--- src/design/epd_pkg.sv ---
// package with shared types and codes of the escaped packet deframer
`timescale 1ns / 1ps

package epd_pkg;

   localparam int BODY_LEN = 20;

   localparam logic [1:0] STATUS_GOOD      = 2'd0;
   localparam logic [1:0] STATUS_BAD_START = 2'd1;
   localparam logic [1:0] STATUS_BAD_END   = 2'd2;

   localparam logic [1:0] CSR_START_CODE  = 2'd0;
   localparam logic [1:0] CSR_END_CODE    = 2'd1;
   localparam logic [1:0] CSR_ESCAPE_CODE = 2'd2;

   localparam logic [7:0] START_CODE_RESET  = 8'h02;
   localparam logic [7:0] END_CODE_RESET    = 8'h03;
   localparam logic [7:0] ESCAPE_CODE_RESET = 8'h10;

   typedef struct packed {
      logic [1:0]  status;
      logic [31:0] packet_id;
      logic [31:0] client_id;
      logic [15:0] op_code;
      logic [15:0] pin_number;
      logic [15:0] pin_mode;
      logic [31:0] data_word;
      logic [15:0] check_value;
      logic        check_ok;
   } result_type;

   typedef struct packed {
      logic [7:0] start_code;
      logic [7:0] end_code;
      logic [7:0] escape_code;
   } codes_type;

endpackage

--- src/design/escaped_packet_deframer_top.sv ---
// top level of the escaped packet deframer
//
// bytes from the link arrive on the req_ channel, one byte per item, and
// decoded frames leave on the rsp_ channel, one item per frame or per byte
// seen outside a frame that is not the start code (bad start status)
// an item is taken at a clock edge where valid is high and stall is low
// the input byte is registered first; the frame logic then works on it and
// a result goes into the result register; a result is visible once it is
// loaded there and can be taken at the next edge
// throughput is one byte per cycle while req_stall is low, set by the
// combinational frame update between the input register and the result register
// when rsp_stall holds a result, bytes that make no result keep flowing;
// a byte that would make a result waits in the input register and req_stall
// rises until the result register frees; the user writes start, end and
// escape codes on the csr_ port (index 0, 1, 2) only while no item is in
// flight, which the block does not enforce; reset sets them to 0x02, 0x03,
// and 0x10, clears both registers and puts the deframer in start code hunt
`timescale 1ns / 1ps

module escaped_packet_deframer_top (
   input  logic        clock,
   input  logic        reset,
   input  logic        req_valid,
   output logic        req_stall,
   input  logic [7:0]  req_in_byte,
   output logic        rsp_valid,
   input  logic        rsp_stall,
   output logic [1:0]  rsp_status,
   output logic [31:0] rsp_packet_id,
   output logic [31:0] rsp_client_id,
   output logic [15:0] rsp_op_code,
   output logic [15:0] rsp_pin_number,
   output logic [15:0] rsp_pin_mode,
   output logic [31:0] rsp_data_word,
   output logic [15:0] rsp_check_value,
   output logic        rsp_check_ok,
   input  logic        csr_we,
   input  logic [1:0]  csr_index,
   input  logic [7:0]  csr_wdata
);
   import epd_pkg::*;

   codes_type  codes_ff;
   logic       in_valid_ff;
   logic [7:0] in_byte_ff;
   logic       emit;
   logic       step;
   logic       out_free;
   result_type frame_result;
   result_type rsp_data;

   always_ff @(posedge clock) begin
      if (reset) begin
         codes_ff.start_code  <= START_CODE_RESET;
         codes_ff.end_code    <= END_CODE_RESET;
         codes_ff.escape_code <= ESCAPE_CODE_RESET;
      end else if (csr_we) begin
         unique case (csr_index)
            CSR_START_CODE:  codes_ff.start_code  <= csr_wdata;
            CSR_END_CODE:    codes_ff.end_code    <= csr_wdata;
            CSR_ESCAPE_CODE: codes_ff.escape_code <= csr_wdata;
            default: ;
         endcase
      end
   end

   assign step      = in_valid_ff && (!emit || out_free);
   assign req_stall = in_valid_ff && !step;

   always_ff @(posedge clock) begin
      if (reset) begin
         in_valid_ff <= 1'b0;
      end else if (!req_stall) begin
         in_valid_ff <= req_valid;
      end
   end

   always_ff @(posedge clock) begin
      if (!req_stall) begin
         in_byte_ff <= req_in_byte;
      end
   end

   epd_deframe u_deframe (
      .clock   (clock),
      .reset   (reset),
      .step    (step),
      .in_byte (in_byte_ff),
      .codes   (codes_ff),
      .emit    (emit),
      .result  (frame_result)
   );

   epd_rsp_reg u_rsp_reg (
      .clock     (clock),
      .reset     (reset),
      .load      (step && emit),
      .load_data (frame_result),
      .rsp_stall (rsp_stall),
      .rsp_valid (rsp_valid),
      .rsp_data  (rsp_data),
      .free      (out_free)
   );

   assign rsp_status      = rsp_data.status;
   assign rsp_packet_id   = rsp_data.packet_id;
   assign rsp_client_id   = rsp_data.client_id;
   assign rsp_op_code     = rsp_data.op_code;
   assign rsp_pin_number  = rsp_data.pin_number;
   assign rsp_pin_mode    = rsp_data.pin_mode;
   assign rsp_data_word   = rsp_data.data_word;
   assign rsp_check_value = rsp_data.check_value;
   assign rsp_check_ok    = rsp_data.check_ok;

   assert property (@(posedge clock) disable iff (reset)
      step && emit |=> rsp_valid)
      else $error("result item lost on its way to the result register");

   assert property (@(posedge clock) disable iff (reset)
      rsp_valid |-> rsp_status == STATUS_GOOD || rsp_status == STATUS_BAD_START ||
                    rsp_status == STATUS_BAD_END)
      else $error("reserved status code on the result channel");

   assert property (@(posedge clock) disable iff (reset)
      rsp_valid && rsp_status == STATUS_BAD_START |->
         rsp_packet_id == '0 && rsp_check_value == '0 && !rsp_check_ok)
      else $error("bad start item carries frame fields");

endmodule

--- src/design/epd_deframe.sv ---
// frame state machine, body byte store and field decode
`timescale 1ns / 1ps

module epd_deframe (
   input  logic                clock,
   input  logic                reset,
   input  logic                step,
   input  logic [7:0]          in_byte,
   input  epd_pkg::codes_type  codes,
   output logic                emit,
   output epd_pkg::result_type result
);
   import epd_pkg::*;

   localparam logic [1:0] PH_HUNT = 2'd0;
   localparam logic [1:0] PH_BODY = 2'd1;
   localparam logic [1:0] PH_END  = 2'd2;

   localparam logic [4:0] LAST_COUNT = 5'(BODY_LEN);

   logic [1:0] phase_ff, phase_in;
   logic [4:0] count_ff, count_in;
   logic       esc_ff, esc_in;
   logic       store;
   logic [7:0] body_ff [BODY_LEN];

   logic [31:0] id_w, cid_w, data_w;
   logic [15:0] op_w, pin_w, mode_w, chk_w, pack_w;

   always_comb begin
      phase_in = phase_ff;
      count_in = count_ff;
      esc_in   = esc_ff;
      store    = 1'b0;
      emit     = 1'b0;
      unique case (phase_ff)
         PH_BODY: begin
            if (!esc_ff && in_byte == codes.escape_code) begin
               esc_in = 1'b1;
            end else begin
               esc_in   = 1'b0;
               store    = 1'b1;
               count_in = count_ff + 5'd1;
               if (count_in >= LAST_COUNT) begin
                  phase_in = PH_END;
               end
            end
         end
         PH_END: begin
            emit     = 1'b1;
            phase_in = PH_HUNT;
            count_in = '0;
            esc_in   = 1'b0;
         end
         default: begin
            if (in_byte == codes.start_code) begin
               phase_in = PH_BODY;
               count_in = '0;
               esc_in   = 1'b0;
            end else begin
               emit     = 1'b1;
               phase_in = PH_HUNT;
            end
         end
      endcase
   end

   always_ff @(posedge clock) begin
      if (reset) begin
         phase_ff <= PH_HUNT;
         count_ff <= '0;
         esc_ff   <= 1'b0;
      end else if (step) begin
         phase_ff <= phase_in;
         count_ff <= count_in;
         esc_ff   <= esc_in;
      end
   end

   always_ff @(posedge clock) begin
      if (step && store && count_ff < LAST_COUNT) begin
         body_ff[count_ff] <= in_byte;
      end
   end

   assign id_w   = {body_ff[3], body_ff[2], body_ff[1], body_ff[0]};
   assign cid_w  = {body_ff[7], body_ff[6], body_ff[5], body_ff[4]};
   assign op_w   = {body_ff[9], body_ff[8]};
   assign pin_w  = {body_ff[11], body_ff[10]};
   assign mode_w = {body_ff[13], body_ff[12]};
   assign data_w = {body_ff[17], body_ff[16], body_ff[15], body_ff[14]};
   assign chk_w  = {body_ff[19], body_ff[18]};
   assign pack_w = {id_w[3:0], cid_w[3:0], pin_w[3:0], mode_w[3:0]};

   always_comb begin
      result = '0;
      if (phase_ff == PH_END) begin
         result.status      = (in_byte == codes.end_code) ? STATUS_GOOD : STATUS_BAD_END;
         result.packet_id   = id_w;
         result.client_id   = cid_w;
         result.op_code     = op_w;
         result.pin_number  = pin_w;
         result.pin_mode    = mode_w;
         result.data_word   = data_w;
         result.check_value = chk_w;
         result.check_ok    = (chk_w == pack_w);
      end else begin
         result.status = STATUS_BAD_START;
      end
   end

   assert property (@(posedge clock) disable iff (reset)
      count_ff <= LAST_COUNT)
      else $error("body byte count past frame length");

   assert property (@(posedge clock) disable iff (reset)
      phase_ff == PH_END |-> count_ff == LAST_COUNT)
      else $error("end phase without a full body");

   assert property (@(posedge clock) disable iff (reset)
      esc_ff |-> phase_ff == PH_BODY)
      else $error("escape pending outside the body");

endmodule

--- src/design/epd_rsp_reg.sv ---
// result register that holds one item for the result channel
`timescale 1ns / 1ps

module epd_rsp_reg (
   input  logic                clock,
   input  logic                reset,
   input  logic                load,
   input  epd_pkg::result_type load_data,
   input  logic                rsp_stall,
   output logic                rsp_valid,
   output epd_pkg::result_type rsp_data,
   output logic                free
);
   import epd_pkg::*;

   logic       valid_ff;
   result_type data_ff;

   assign free      = !valid_ff || !rsp_stall;
   assign rsp_valid = valid_ff;
   assign rsp_data  = data_ff;

   always_ff @(posedge clock) begin
      if (reset) begin
         valid_ff <= 1'b0;
      end else if (load) begin
         valid_ff <= 1'b1;
      end else if (!rsp_stall) begin
         valid_ff <= 1'b0;
      end
   end

   always_ff @(posedge clock) begin
      if (load) begin
         data_ff <= load_data;
      end
   end

endmodule

--- config.mk ---
export PLATFORM = sky130hd
export DESIGN_NAME = escaped_packet_deframer_top
export DESIGN_NICKNAME = d
export VERILOG_FILES = /design/src/design/epd_pkg.sv /design/src/design/escaped_packet_deframer_top.sv /design/src/design/epd_deframe.sv /design/src/design/epd_rsp_reg.sv
export SDC_FILE = /design/constraint.sdc
export NUM_CORES = 1
export LEC_CHECK = 0
export ABC_AREA = 1
export BUFFER_PORTS_ARGS = -buffer_cell sky130_fd_sc_hd__clkbuf_2
export CORE_ASPECT_RATIO = 1.5
export CORE_UTILIZATION = 40
export DETAILED_ROUTE_END_ITERATION = 7
export GPL_TIMING_DRIVEN = 0
export PLACE_DENSITY = 0.58
export REMOVE_ABC_BUFFERS = 1
export SLEW_MARGIN = 40
export SYNTH_ARGS = -nofsm -noshare
export SYNTH_HDL_FRONTEND = slang
export SYNTH_SLANG_ARGS = --single-unit
--- constraint.sdc ---
create_clock -name clock -period 7.92 [get_ports clock]
set_clock_uncertainty 0.05 [all_clocks]
set_input_delay 1.98 -clock clock [delete_from_list [all_inputs] [get_ports clock]]
set_output_delay 1.98 -clock clock [all_outputs]
set_load 0.02 [all_outputs]
==> results of run 1 <==
==> stage by stage <==
stage | setup slack [ps] | power (mW) | TNS [ps] | hold WS (ps) | util (%)
5_1_grt | 2770 | 4.28 | 0 | 445 | 49.1
6_report | 2940 | 4.13 | 0 | 419 | 49.2
4_1_cts | 2870 | 4.18 | 0 | 422 | 49.1
2_1_floorplan | 411 | 2.43 | 0 | 379 | -
3_3_place_gp | -3970 | 2.55 | -647900 | 406 | 44.5
3_5_place_dp | 2870 | 2.56 | 0 | 412 | 45.8
==> state kept, by name, indices dropped and copies added, names as in the netlist <==
register,flops
codes_ff,24
in_byte_ff,8
in_valid_ff,1
u_deframe.body_ff,160
u_deframe.count_ff,5
u_deframe.esc_ff,1
u_deframe.phase_ff,2
u_rsp_reg.rsp_data,163
u_rsp_reg.rsp_valid,1
==> path summary, 6_finish.rpt <==
kind / from / slack (ps) / end / depth (start not counted)
setup / recovery: rsp_stall / 2940 / req_stall / 6
hold / removal: codes_ff[16] / 420 / codes_ff[16] / 2
setup reg to reg: in_byte_ff[3] / 4910 / u_deframe.body_ff[15][7] / 10
hold reg to reg: codes_ff[16] / 420 / codes_ff[16] / 2
==> critical path, stage by stage <==
cell and delay (ps):
clkbuf_2 80, nand2_1 60, inv_1 120, nand3_1 380, inv_1 140, clkbuf_2 180
==> area by class of cell <==
type | count | area, sq um
tap | 420 | 526
antenna | 1 | 2.50
clock buffer | 41 | 930
inverter | 218 | 826
fill | 2899 | 17000
multi-input combinational | 424 | 2060
clock inverter | 19 | 178
timing repair buffer | 210 | 1250
sequential | 365 | 10600
==> cells in the final DEF (no fill, tap or decap), types with 4 or more instances in the layout <==
master	Yosys	layout
clkbuf_16	0	36
buf_6	2	14
nand4_1	9	9
nor3_2	0	21
xor2_1	6	6
o21ai_0	29	29
dfxtp_1	34	34
clkinv_1	0	9
nand2_1	233	233
clkbuf_2	0	187
nor2_1	51	51
clkinv_2	0	5
inv_1	215	213
clkbuf_1	19	4
a21oi_1	15	15
edfxtp_1	331	331
xnor2_1	9	9
ha_1	6	5
nor4_1	4	4
nand3_1	19	19
==> routing by layer <==
metal	global-route usage [%]	vias to the layer above	part of all wire (%)
met2	31.2	165	56
met4	6.39	0	2.6
met5	0	-	0
met3	2.51	43	3.4
li1	-	3813	-
met1	17.4	3630	38
==> report_power, final <==
part           internal [mW]  switching, mW  total (mW)  leakage, nW
Sequential              2.18         0.0331        2.21         3.30
Combinational         0.0858          0.208       0.294         3.35
Clock                  0.938          0.690        1.63        0.542
==> kinds of logic after synthesis <==
family,Yosys count
flip-flops,365
AND/OR/NAND/NOR,349
buffers and inverters,245
AO/OA/AOI/OAI,54
XOR/XNOR,15
adder cells (fa/ha/maj),6
==> results by group, run 1 <==
Worst hold path
  • Worst min path class: flop to flop

STA
  • Max frequency: 201 MHz
  • Number of endpoints with negative hold slack in the final report: 0
  • Max-slew violations: 0
  • Worst-margin pin slew: 805 ps
  • Minimum clock period: 4980 ps
  • RSZ-0062 raised after global routing: no
  • Tightest slew margin relative to the limit: 46.0%
  • Share of the clock period used by the worst path: 62.9%
  • Finish-stage setup viols: 0

Floorplan
  • Core Rows: 82
  • Initial core utilization: 40.5%
  • Width of the die: 152 um
  • Area of the die: 34500 sq um
  • Std-Cell Core Area: 33300 sq um
  • IO Pins: 188
  • Die boundary height: 227 um

Global route
  • Global-route wire length before repair: 41600 um
  • Aggregate global-route resource usage: 16.1%
  • Initial antenna violation count: 0
  • Via count of the first global-routing pass: 7460
  • Gr ovfl total: 0
  • Largest net degree at the start of global routing: 77

Synthesis
  • Library cells used by synthesis: 35
  • EDFF count, synth: 331
  • Post-synthesis instance area: 13500 sq um
  • Top cell type by total area after synthesis: edfxtp_1
  • Main area contributors after synthesis: edfxtp_1, nand2_1, inv_1, dfxtp_1, nor2_1
  • Complex-gate fraction of the synthesized area: 2.17%
  • Gate count of the mapped netlist: 1034
  • Portion of synthesized cell area occupied by the leading cell type: 73.6%
  • Largest family of logic cells by synthesized area: simple AND/OR/NAND/NOR gates
  • Flops & latches, synth: 365
  • Multiplexer fraction of the synthesized cell area: 0%
  • Primary FF master, synth: edfxtp_1
  • Average instance area after synthesis: 13.1 sq um
  • Share of synthesized area occupied by flip-flops and latches: 78.6%
  • Cell types with the highest counts after synthesis: edfxtp_1, nand2_1, inv_1, nor2_1, dfxtp_1
  • Leading cell type by number of instances after synthesis: edfxtp_1
  • Adder-Cell Fraction of Synth Area: 0.556%
  • Simple-gate share of the synthesized area: 10.7%
  • Ys async rst share: 0%
  • Warnings from Yosys: 0
  • Post-synthesis xor/xnor area fraction: 0.973%

Power
  • Worst vdd ir: 160 uV
  • Power per Cell Area: 252 nW/um^2
  • Static leakage: 7.19 nW

Critical path
  • Kind of critical path: input port to output pin
  • Critical path arrival: 2950 ps
  • Setup crit end kind: output pin
  • CP max FO: 10
  • Data required time at the worst endpoint: 5890 ps
  • Critical path launch point type: input port

Cells and area
  • Total non-filler cell area in the finished layout: 16400 sq um
  • Share of final-layout standard cells stronger than drive strength 1: 23.0%
  • Non-Filler Instances: 1698
  • Number of nets in the layout: 1283
  • Layout area overhead: 21.3%

Placement
  • Dpl cell area: 15300 sq um
  • Routability congestion estimate: 0.807
  • Detailed Place HPWL: 18900 um
  • Buffers on Ports: 187
  • Count of placed standard cells including taps: 1637

Clocking
  • Number of post-CTS setup repair buffers: 0
  • Clock latency of the later-clocked register in the worst-skew pair: 520 ps
  • CTS root buf: clkbuf_16
  • Deepest clock path buffer count: 3
  • CTS Hold Bufs: 0
  • Number of buffers added by the clock tree synthesis step: 35
  • Post-cts resize count: 0
  • Sinks on the clock net: 365
  • H-tree depth: 2
  • CTS tree: done
  • Clock-pin slew reported for the worst setup and hold paths after clock tree synthesis: 60 ps

Routing
  • Routed wire length: 27400 um
  • Wire length per cell: 16.2 um
  • Initial drt markers: 427
  • Post-detailed-route DRC marker count: 68
  • First-pass DRT Iterations: 7
  • Remaining number of nets flagged by the antenna check after routing: 0
  • Number of vias in the routed layout: 7651
  • Detailed-route vias per instance: 4.51

Run status
  • Run status: complete, but fails checks
  • Failing checks: design-rule violations

Flow run
  • Number of maximum-capacitance constraint violations: 0
Note: power is estimated with default switching activity, not from simulation.
==> run 2: changes to the inputs <==
--- a/config.mk
+++ b/config.mk
@@ -11,7 +11,7 @@
 export CORE_UTILIZATION = 40
 export DETAILED_ROUTE_END_ITERATION = 7
 export GPL_TIMING_DRIVEN = 0
-export PLACE_DENSITY = 0.58
+export PLACE_DENSITY = 0.6
 export REMOVE_ABC_BUFFERS = 1
 export SLEW_MARGIN = 40
 export SYNTH_ARGS = -nofsm -noshare
==> constraint.sdc (replaced) <==
create_clock -name clock -period 4.08 [get_ports clock]
set_clock_uncertainty 0.05 [all_clocks]
set_input_delay 1.02 -clock clock [delete_from_list [all_inputs] [get_ports clock]]
set_output_delay 1.02 -clock clock [all_outputs]
set_load 0.02 [all_outputs]
==> results by group, run 2 (same netlist as run 1, synthesis figures left out) <==
Power
  • Static leakage: 7.21 nW
  • Power per Cell Area: 490 nW/um^2
  • Sw Ratio: 22.3%
  • Part of the total power dissipated in combinational logic: 7.1%
  • Sequential power share: 53.4%
  • Worst vdd ir: 259 uV
  • Total internal power: 6.24 mW
  • Proportion of power drawn by the clock network: 39.5%
  • Net load switching power: 1.80 mW

Critical path
  • Critical path launch point type: flop
  • Delay of the slowest cell on the worst path: 450 ps
  • Critical path arrival: 2610 ps
  • CP cell instances: inv_1 > ha_4 > inv_1 > o21ai_0 > nand3_1 > inv_1 > clkbuf_2
  • Cell depth of the worst flop-to-flop path: 10
  • Kind of critical path: flop to output pin
  • Most frequent cell on the critical path: inv_1
  • Setup crit end kind: output pin
  • Cell with the largest stage delay on the worst path: ha_4
  • CP max FO: 36
  • Data required time at the worst endpoint: 3010 ps

STA
  • Max frequency: 272 MHz
  • Share of the clock period used by the worst path: 90.1%
  • Minimum clock period: 3680 ps
  • Finish-stage setup viols: 0
  • Smallest setup slack after layout: 404 ps
  • RSZ-0062 raised after global routing: no
  • Worst-margin pin slew: 813 ps
  • Tightest slew margin relative to the limit: 45.7%
  • Post-Route Hold Slack: 422 ps
  • Number of endpoints with negative hold slack in the final report: 0
  • Max-slew violations: 0

Floorplan
  • Initial core utilization: 40.5%
  • Die boundary height: 227 um
  • Width of the die: 152 um
  • Area of the die: 34500 sq um
  • Core Rows: 82
  • IO Pins: 188
  • Std-Cell Core Area: 33300 sq um

Clocking
  • Number of buffers added by the clock tree synthesis step: 35
  • Deepest clock path buffer count: 3
  • Sinks on the clock net: 365
  • Clock latency of the later-clocked register in the worst-skew pair: 510 ps
  • Clock-pin slew reported for the worst setup and hold paths after clock tree synthesis: 60 ps
  • Post-cts resize count: 0
  • CTS Hold Bufs: 0
  • CTS root buf: clkbuf_16
  • Number of post-CTS setup repair buffers: 0
  • CTS tree: done
  • H-tree depth: 2

Cells and area
  • Layout area overhead: 21.5%
  • # fillers: 2892
  • Number of flip-flops under the largest register name: 163
  • Commonest cells after routing, fill and taps aside: edfxtp_1, nand2_1, inv_1
  • Number of nets in the layout: 1284
  • Area of the multi-input gates: 2070 sq um
  • Share of final-layout standard cells stronger than drive strength 1: 22.8%
  • Leading cell type in the layout, fill and taps excluded: edfxtp_1
  • Antenna fix cells: 0
  • Layout Utilization: 49.2%
  • Non-Filler Instances: 1699
  • Area taken by flip-flops and latches: 10600 sq um

Routing
  • Wire length per cell: 16.3 um
  • Detailed-route vias per instance: 4.55
  • Number of vias in the routed layout: 7736
  • Remaining number of nets flagged by the antenna check after routing: 0
  • Post-detailed-route DRC marker count: 24
  • First-pass DRT Iterations: 7
  • Met3 routed wirelength: 1030 um
  • Highest Signal Layer: met4
  • Routed wire length: 27600 um
  • Met1 Wirelength: 11000 um
  • Initial drt markers: 468
  • Length of routed met2 wiring: 14800 um

Placement
  • Worst slack after detailed placement: 879 ps
  • Routability congestion estimate: 0.791
  • Buffers on Ports: 187
  • Detailed Place HPWL: 18800 um
  • Count of placed standard cells including taps: 1638

Global route
  • Via count of the first global-routing pass: 7557
  • Largest net degree at the start of global routing: 76
  • Aggregate global-route resource usage: 16.2%
  • Global-route wire length before repair: 42200 um
  • Gr ovfl total: 0
  • Initial antenna violation count: 0

Run status
  • Run status: complete, but fails checks
  • Failing checks: design-rule violations

Flow run
  • Number of maximum-capacitance constraint violations: 0

Worst hold path
  • Worst min path class: flop to flop
  • Cell count of the worst hold path: 2
-- run 2: through the flow --
stage	instance area, sq um	TNS [ps]	power, mW
final	16400	0	8.04
after global routing	16400	0	8.33
after CTS	16400	0	8.15
after detailed placement	15300	0	4.96
after global placement	14800	-1882560	4.95
after floorplan	13400	-625560	4.71
-- run 2: power by group through the flow --
| stage | combinational, mW | sequential (mW) | clock, mW |
|---|---|---|---|
| after CTS | 0.581 | 4.30 | 3.27 |
| after detailed placement | 0.581 | 4.38 | 0 |
| after global placement | 0.507 | 4.45 | 0 |
| final | 0.571 | 4.30 | 3.17 |
| after global routing | 0.631 | 4.31 | 3.40 |
| after floorplan | 0.201 | 4.51 | 0 |
-- run 2: worst paths after layout --
path / slack (ps) / endpoint / from
worst max-delay path: 400 / req_stall / u_deframe.phase_ff[0]
worst min-delay path: 420 / codes_ff[2] / codes_ff[2]
worst max register to register: 1080 / u_deframe.body_ff[12][1] / in_byte_ff[6]
worst min register to register: 420 / codes_ff[2] / codes_ff[2]
-- run 2: per-layer routing --
layer | global-route usage [%] | vias up
met1 | 18.8 | 3687
met3 | 2.46 | 48
met4 | 6.42 | 0
met2 | 30.2 | 182
li1 | - | 3819
met5 | 0 | -
-- run 2: area by class of cell --
type,count,share of cell area (%)
Tap cell,420,3.20
Inverter,218,5.03
Clock buffer,46,5.85
Sequential cell,365,64.7
Timing Repair Buffer,211,7.69
Multi-Input combinational cell,424,12.6
Clock inverter,15,0.953
-- run 2: worst max-delay path: cells and delay by family, from the launching register on --
| family | cells | cell delay [ps] |
|---|---|---|
| buffers and inverters | 4 | 700 |
| adders and majority gates | 1 | 450 |
| and+or+nand+nor | 1 | 370 |
| DFF | 1 | 310 |
| AOI/OAI and AO/OA | 1 | 260 |
